===== src/rtl/ptpst_pkg.sv =====
// shared types and codes for the ptp sync timestamp table
// no dependencies
package ptpst_pkg;

   // default sizes
   localparam int TABLE_DEPTH_DEF = 32;
   localparam int PORT_BITS_DEF   = 6;

   // request modes
   localparam logic [1:0] MODE_ADD    = 2'd0;
   localparam logic [1:0] MODE_FIND   = 2'd1;
   localparam logic [1:0] MODE_DELETE = 2'd2;

   // response status codes
   localparam logic [1:0] STATUS_DONE     = 2'd0;
   localparam logic [1:0] STATUS_NO_MATCH = 2'd1;
   localparam logic [1:0] STATUS_FULL     = 2'd2;

   // per-cell control from the sequencer
   typedef struct packed {
      logic compare;   // capture match against the held request key
      logic load;      // write the request key and time into this cell
      logic shift;     // take the contents of the next younger cell
   } cell_ctrl_type;

endpackage


===== src/rtl/ptpst_cell.sv =====
// one table entry: valid bit, key, time and a registered match flag
// depends on ptpst_pkg
module ptpst_cell
   import ptpst_pkg::*;
#(
   parameter int PORT_BITS = PORT_BITS_DEF
) (
   input  logic                 clock,
   input  logic                 reset,
   input  cell_ctrl_type        ctrl,
   // request key and time
   input  logic [63:0]          key_clock_id,
   input  logic [15:0]          key_port_number,
   input  logic [15:0]          key_sequence_id,
   input  logic [PORT_BITS-1:0] key_in_port,
   input  logic [PORT_BITS-1:0] key_out_port,
   input  logic [31:0]          key_time,
   // contents of the next younger cell
   input  logic                 nbr_valid,
   input  logic [63:0]          nbr_clock_id,
   input  logic [15:0]          nbr_port_number,
   input  logic [15:0]          nbr_sequence_id,
   input  logic [PORT_BITS-1:0] nbr_in_port,
   input  logic [PORT_BITS-1:0] nbr_out_port,
   input  logic [31:0]          nbr_time,
   // own contents
   output logic                 valid,
   output logic [63:0]          clock_id,
   output logic [15:0]          port_number,
   output logic [15:0]          sequence_id,
   output logic [PORT_BITS-1:0] in_port,
   output logic [PORT_BITS-1:0] out_port,
   output logic [31:0]          time_val,
   output logic                 match
);

   logic                 valid_ff, valid_in;
   logic [63:0]          clock_id_ff;
   logic [15:0]          port_number_ff;
   logic [15:0]          sequence_id_ff;
   logic [PORT_BITS-1:0] in_port_ff;
   logic [PORT_BITS-1:0] out_port_ff;
   logic [31:0]          time_ff;
   logic                 match_ff, match_in;

   // key compare, only a live entry can match
   assign match_in = valid_ff && (clock_id_ff == key_clock_id) &&
                     (port_number_ff == key_port_number) &&
                     (sequence_id_ff == key_sequence_id) &&
                     (in_port_ff == key_in_port) && (out_port_ff == key_out_port);

   // valid bit follows the same source as the payload
   always_comb begin
      valid_in = valid_ff;
      if (ctrl.load) begin
         valid_in = 1'b1;
      end else if (ctrl.shift) begin
         valid_in = nbr_valid;
      end
   end

   always_ff @(posedge clock) begin
      if (reset) begin
         valid_ff <= 1'b0;
         match_ff <= 1'b0;
      end else begin
         valid_ff <= valid_in;
         if (ctrl.compare) begin
            match_ff <= match_in;
         end
      end
   end

   // payload, no reset
   always_ff @(posedge clock) begin
      if (ctrl.load) begin
         clock_id_ff    <= key_clock_id;
         port_number_ff <= key_port_number;
         sequence_id_ff <= key_sequence_id;
         in_port_ff     <= key_in_port;
         out_port_ff    <= key_out_port;
         time_ff        <= key_time;
      end else if (ctrl.shift) begin
         clock_id_ff    <= nbr_clock_id;
         port_number_ff <= nbr_port_number;
         sequence_id_ff <= nbr_sequence_id;
         in_port_ff     <= nbr_in_port;
         out_port_ff    <= nbr_out_port;
         time_ff        <= nbr_time;
      end
   end

   assign valid       = valid_ff;
   assign clock_id    = clock_id_ff;
   assign port_number = port_number_ff;
   assign sequence_id = sequence_id_ff;
   assign in_port     = in_port_ff;
   assign out_port    = out_port_ff;
   assign time_val    = time_ff;
   assign match       = match_ff;

endmodule


===== config.mk =====
export PLATFORM = sky130hd
export DESIGN_NAME = ptpst_cell
export DESIGN_NICKNAME = d
export VERILOG_FILES = /design/src/rtl/ptpst_pkg.sv /design/src/rtl/ptpst_cell.sv
export SDC_FILE = /design/constraint.sdc
export NUM_CORES = 1
export LEC_CHECK = 0
export BUFFER_PORTS_ARGS = -buffer_cell sky130_fd_sc_hd__buf_2
export CORE_AREA = 2 2 164 166
export DETAILED_ROUTE_END_ITERATION = 8
export DIE_AREA = 0 0 166 168
export GPL_TIMING_DRIVEN = 0
export PLACE_DENSITY = 0.64
export SYNTH_ARGS = -nofsm -noshare
export SYNTH_HDL_FRONTEND = slang
export SYNTH_SLANG_ARGS = --single-unit

===== constraint.sdc =====
create_clock -name clock -period 4.01 [get_ports clock]
set_clock_uncertainty 0.15 [all_clocks]
set_input_delay 0.802 -clock clock [delete_from_list [all_inputs] [get_ports clock]]
set_output_delay 0.802 -clock clock [all_outputs]
set_load 0.005 [all_outputs]

# Word-level counts from Yosys, hierarchy flattened
# Cells that the tools add are included.
# word_totals
register_bits	142
out_inout_bits	142
# classes
eq_ne	5
muxes	14
reduce_logical	6
# ops
op	count
2-to-1 mux 64 bit	2
== test 64 bit	1
2-to-1 mux 16 bit	4
2-to-1 mux 32 bit	2
== test 16 bit	2
2-to-1 mux 6 bit	4
== test 6 bit	2
logical AND 1 bit	5
2-to-1 mux 1 bit	2
nonzero test 2 bit	1

# Longest topological paths before layout
# Gate-level depths: netlist (run 1).
# logic_depth
ltp_word	6
mapped_depth	6
depth_no_buf	6

# Least setup slack after synthesis (run 1)
# No wires, ideal clock.
# synth_path
kind	input to register
from	input port ctrl[1] in the netlist's numbering
to	register clock_id_ff[0] (netlist: clock_id[0]), enable pin
setup_time_ns	0.440
arrival_time_ns	3.407
required_ns	3.420
path_slack_ns	0.012
stages	4
path_buffers	3
cell_sequence	clkbuf_1 -> clkbuf_1 -> clkbuf_1 -> or2_2
# synth_between
elab_chain_cells	1
# synth_rtl
item	line_no	text
start: declaration	ptpst_cell.sv:10	input cell_ctrl_type ctrl,
nonzero test 2 bit (no source line)	-	
end signal: assignment	ptpst_cell.sv:77	clock_id_ff <= key_clock_id;
end signal: assignment	ptpst_cell.sv:84	clock_id_ff <= nbr_clock_id;
end: declaration	ptpst_cell.sv:38	logic [63:0] clock_id_ff;
# Every way passes these cells.
# A chain may end at the register's enable or synchronous reset.

# Final worst setup path (run 1)
# layout_path
from	input port ctrl[1] in the netlist's numbering
to	register time_ff[14] (netlist: time_val[14]), enable pin
# layout_between
elab_chain_cells	1
# layout_rtl
item	line_no	text
nonzero test 2 bit (no source line)	-	
end signal: assignment	ptpst_cell.sv:82	time_ff <= key_time;
end signal: assignment	ptpst_cell.sv:89	time_ff <= nbr_time;
end: declaration	ptpst_cell.sv:43	logic [31:0] time_ff;
# Every way passes these cells.

==> impl_metrics.csv, run 1 <==
group,metric,value,unit
global_route,antenna_found_initial,1,
floorplan,die_width,166,µm
final_layout,drive_gt1_frac,0.6386,
route,postRouteAntennaNets,0,
yosys,syn_nets,775,
global_route,grtUsageMet1,0.2286,
critical_path,critPathArrivalTime,3.42,ns
route,via_count,5931,
yosys,synth_xor_area_frac,0.08732,
yosys,yosysWarnings,0,
floorplan,die-area,27890,µm²
floorplan,core-area,26350,µm²
placement,placed_cells,1258,
yosys,yosysSeqAreaShare,0.5877,
timing,setup_viol,0,
clock_network,cts_buffer_depth,2,
yosys,synthSimpleGateAreaFrac,0.03915,
floorplan,rows,60,
critical_path,cp_max_fo,55,
pwr,p_leak,0.004558,µW
critical_path,cp.required,3.95,ns
pwr,power.density,408.0,nW/µm²
placement,preCtsSetupSlack,-0.4207,ns
global_route,grt_util_met3,0.04913,
yosys,synthCells,489,
critical_path,critPathCaptureType,"register",
status,status,"finished clean",
clock_network,cts-hold-fix-buffers,0,
clock_network,clkTransAtPathRegs,0.06,ns
min_path,worstHoldPathType,"reg -> reg",
yosys,synth_top_area_cell,"edfxtp_1",
yosys,synth.area.mux_share,0.2183,
global_route,overflow,0,
timing,rsz0062_at_grt,"no",
final_layout,final_cells,1290,
route,first_pass_iters,4,
global_route,grt_max_degree,56,
yosys,synthAdderAreaFrac,0,
route,routed_wl,27.01,mm
yosys,netlist.area_leader.share,0.5821,
timing,finalHoldViolCount,0,
critical_path,path_class,"in -> reg",
timing,slew_headroom,0.1460,
global_route,use_met2,0.3300,
global_route,grt_usage,0.1889,
placement,portBuffers,426,
floorplan,start_util,0.2741,
clock_network,ctsRootBufferMaster,"clkbuf_16",
yosys,synth_ff_type,"edfxtp_1",
global_route,top_usage_layer,"met2",
clock_network,tritoncts,"done",
final_layout,areaGrowthSynthToFinish,44.04,%
yosys,yosys-top-cells-area,"edfxtp_1 58%, mux2_2 22%, xor2_1 5.5%, xnor2_1 3.3%, inv_1 1.9%",
pwr,ir_worst_vdd,0.1845,mV
clock_network,cts_buffers,17,
pwr,power.total,4244,µW
floorplan,die_h,168,µm
yosys,async_flop_share,0,
global_route,grt_pass1_wl,38.55,mm
yosys,avgSynthCellArea,14.77,µm²
yosys,ys_types,31,
timing,maxSlewViolCount,0,
yosys,synth_edf_count,140,
route,wire_per_inst,20.94,µm
final_layout,seq_area,4244,µm²
yosys,synth_top_family_by_area,"multiplexers",
yosys,syn-cell-area,7222,µm²
timing,hold_slack,0.3049,ns
final_layout,fillers,2585,
timing,fin_crit,3.486,ns
route,drt_iter0_drc,352,
timing,setup_ws,0.5243,ns
clock_network,clock_latency,0.42,ns
placement,place_congestion,0.8065,
yosys,synth-compound-area-share,0.03933,
final_layout,multi_input_area,2776,µm²
floorplan,io_pins,428,
yosys,ys_seq_elements,142,
timing,final.period_utilization,0.8693,
final_layout,finalNetCount,1222,
clock_network,htree_num_levels,4,
timing,fmax,286.9,MHz
critical_path,crit_path_start_kind,"input port",
timing,worst-slew-pin-transition,1.281,ns
route,drc,0,
placement,hpwl,21.26,mm
job,cap_violations,0,
route,vias_per_cell,4.598,
clock_network,clock-sinks,142,
global_route,grt_pass1_vias,6127,
final_layout,antenna_cells,0,
registers in the layout, indices dropped and copies added (netlist names):
name         count
clock_id        64
in_port          6
match            1
out_port         6
port_number     16
sequence_id     16
time_val        32
valid            1
Yosys cell counts (all sizes together), types with 3 or more instances:
master and instances:
mux2 140, o22ai 14, clkbuf 12, edfxtp 140
buf 4, xor2 45, a22o 5, a221o 4
inv 37, nand2b 3, nor4 16, nand4 11
o2bb2ai 4, a221oi 4, xnor2 27, nor2b 3
worst max-delay path, cell delays in order:
cell	delay [ns]
clkbuf_1	0.35
clkbuf_1	0.44
clkbuf_2	0.50
or2_4	0.64
buf_16	0.32
buf_16	0.30
layer usage:
metal / vias up / share of wire
met2: 296 / 0.51
met5: - / 0.00048
met1: 2830 / 0.40
met3: 37 / 0.064
met4: 2 / 0.023
li1: 2766 / -
placed cells by master, fill, tap and decap left out, drive strengths merged, types with 3 or more instances in the layout:
master,Yosys,final
nor2b,3,3
a221oi,4,4
edfxtp,140,140
a22o,5,5
nand2b,3,3
mux2,140,140
inv,37,41
xnor2,27,27
a221o,4,4
o2bb2ai,4,4
buf,4,432
nor4,16,16
nand4,11,11
clkbuf,12,30
clkinv,0,8
xor2,45,45
o22ai,14,14
what timing repair did:
item,CTS,global route
endpoints found under the setup margin,0,55
gates resized for setup,0,3
buffers inserted,0,0
worst paths after layout:
kind	from	to	slack, ns	cells past startpoint
worst max register to register	clock_id[1]	match	1.67	5
worst max-delay path	ctrl[1]	time_val[14]	0.52	6
worst min register to register	match	match	0.30	2
worst min-delay path	match	match	0.30	2
where the power goes:
part	leakage [µW]	total [µW]	switching, µW	internal [µW]
Sequential	0.00144	1920	96.4	1820
Combinational	0.00284	762	364	398
Clock	0.000273	1560	695	866
Total	0.00456	4240	1160	3090
logic make-up (layout without fill, tap and decap cells):
group	count (synthesis)	count (layout)
DFF	142	142
muxes	140	140
xor gates and xnor gates	72	72
buffers and inverters	53	513
and+or+nand+nor	45	45
AOI/OAI and AO/OA	37	37
stage by stage:
step	setup TNS, ns	util	cell area, µm²
3_5_place_dp	-25.64	0.3734	9838
3_3_place_gp	-263.66	0.3712	9781
6_report	0	0.3948	10400
4_1_cts	0	0.3947	10400
2_1_floorplan	0	-	7222
5_1_grt	0	0.3948	10400
cell type report:
cell class	count	area share
Clock inverter	14	0.01287
Clock buffer	18	0.04126
Inverter	37	0.01335
Tap cell	341	0.04102
Multi-Input combinational cell	294	0.2669
Timing Repair Buffer	428	0.2102
Sequential cell	142	0.4080
Buffer	16	0.006375
Note: power is estimated with default switching activity, not from simulation.
==> run 2: changes to the inputs <==
- CORE_AREA: 2 2 164 166 -> 2 2 168 170
- DIE_AREA: 0 0 166 168 -> 0 0 170 172
- PLACE_DENSITY: 0.64 -> 0.62
==> run 2 against run 1 <==
Count of clock-buffer cells in the layout rose by 3. Register-to-register slack got worse by 0.25 ns. Wire length rose by 0.35%. Global-route usage fell by 1.0 points. Non-clock buffer count did not move. Clock power rose by 3%. Die area rose by 4.8%. Setup slack improved by 0.15 ns. Final area barely moved. Cell count rose by 0.39%. Via count barely moved. Largest power group unchanged. Highest routed layer unchanged.
==> impl_metrics.csv, run 2 (synthesis results as in run 1) <==
group,metric,value,unit
route,drt_iter0_drc,398,
final_layout,final_cells,1295,
final_layout,final_cell_mix,"430 x buf_2, 140 x mux2_2, 140 x edfxtp_1",
critical_path,crit_path_start_kind,"input port",
final_layout,mostFrequentLayoutCell,"buf_2",
global_route,antenna_found_initial,2,
timing,rsz0062_at_grt,"no",
timing,slew_headroom,0.2226,
floorplan,die_h,172,µm
status,status,"finished clean",
route,drc,0,
job,cap_violations,0,
final_layout,drive_gt1_frac,0.6319,
clock_network,clock-sinks,142,
timing,maxSlewViolCount,0,
timing,setup_tns,0,ns
timing,fmax,300.1,MHz
critical_path,cp_max_fo,63,
placement,portBuffers,426,
global_route,grt_usage,0.1786,
pwr,p_leak,0.004559,µW
clock_network,cts_buffer_depth,2,
global_route,grt_pass1_wl,37.26,mm
final_layout,fillers,2746,
floorplan,io_pins,428,
final_layout,largest_reg_flops,64,
pwr,ir_worst_vdd,0.2106,mV
route,vias_per_cell,4.578,
global_route,grt_max_degree,64,
floorplan,rows,61,
final_layout,multi_input_area,2776,µm²
final_layout,design_area,10410,µm²
timing,worst-slew-pin-transition,1.166,ns
pwr,power.total,4290,µW
critical_path,cp.required,3.94,ns
placement,post_dp_cell_area,9844,µm²
placement,place_congestion,0.7856,
route,postRouteAntennaNets,0,
placement,hpwl,21.61,mm
clock_network,cts_resized,0,
final_layout,finalNetCount,1222,
timing,fin_crit,3.332,ns
floorplan,die-area,29240,µm²
clock_network,ctsRootBufferMaster,"clkbuf_16",
clock_network,cts_buffers,17,
clock_network,tritoncts,"done",
placement,placed_cells,1263,
clock_network,htree_num_levels,4,
clock_network,clkTransAtPathRegs,0.07,ns
timing,final.period_utilization,0.8309,
floorplan,start_util,0.2628,
critical_path,critPathArrivalTime,3.26,ns
final_layout,areaGrowthSynthToFinish,44.13,%
global_route,overflow,0,
route,wire_per_inst,20.93,µm
clock_network,cts_setup_buffers,0,
critical_path,critPathCaptureType,"register",
final_layout,seq_area,4244,µm²
placement,preCtsSetupSlack,0.2215,ns
timing,setup_ws,0.6783,ns
clock_network,clock_latency,0.43,ns
min_path,worstHoldPathType,"reg -> reg",
route,via_count,5929,
route,first_pass_iters,4,
global_route,grt_pass1_vias,5988,
floorplan,die_width,170,µm
timing,finalHoldViolCount,0,
timing,setup_viol,0,
clock_network,cts-hold-fix-buffers,0,
floorplan,core-area,27480,µm²
critical_path,path_class,"in -> reg",
route,routed_wl,27.11,mm
pwr,power.density,412.2,nW/µm²
run 2: cell types whose count changed in the layout (fill, tap and decap cells not counted), sizes merged:
cell,change
clkbuf,+3
clkinvlp,-1
inv,-4
bufinv,+2
diode,+1
clkinv,-1
run 2: path summary, 6_finish.rpt:
check / start / endpoint / slack (ns) / depth (start not counted)
setup / recovery: ctrl[1] / time_val[17] / 0.68 / 5
hold / removal: match / match / 0.34 / 2
setup reg to reg: clock_id[18] / match / 1.42 / 6
hold reg to reg: match / match / 0.34 / 2
run 2: stage by stage:
step | utilization | hold slack, ns
after global placement | 0.3562 | 0.2828
after global routing | 0.3787 | 0.3524
after floorplan | - | 0.2919
after CTS | 0.3787 | 0.3230
after detailed placement | 0.3583 | 0.3119
final | 0.3788 | 0.3361
run 2: area by class of cell:
class	instances	area share
flip-flops and latches	142	0.4077
repair buffers	428	0.2101
multi-input cells	294	0.2667
inverters	37	0.01334
clock buffers	21	0.04231
diodes	1	0.0002404
well taps	346	0.04159
clock inverters	10	0.01166
plain buffers	16	0.006251
run 2: worst max-delay path, stage by stage:
cell	delay [ns]
clkbuf_1	0.31
clkbuf_1	0.45
clkbuf_1	0.77
or2_4	0.49
buf_16	0.33
run 2: per-layer routing:
metal  GRT usage  routed length [µm]  vias up
met4     0.04534                 311        2
met2      0.3228               13860      298
met5           0                  13        -
li1            -                   -     2763
met3     0.04738                1896       14
met1      0.2107               11030     2852
run 2: power by group:
group	internal [µW]	switching (µW)	leakage [µW]
logic	398	362	0.00284
clock network	966	640	0.000277
registers	1830	98.1	0.00144
total	3190	1100	0.00456
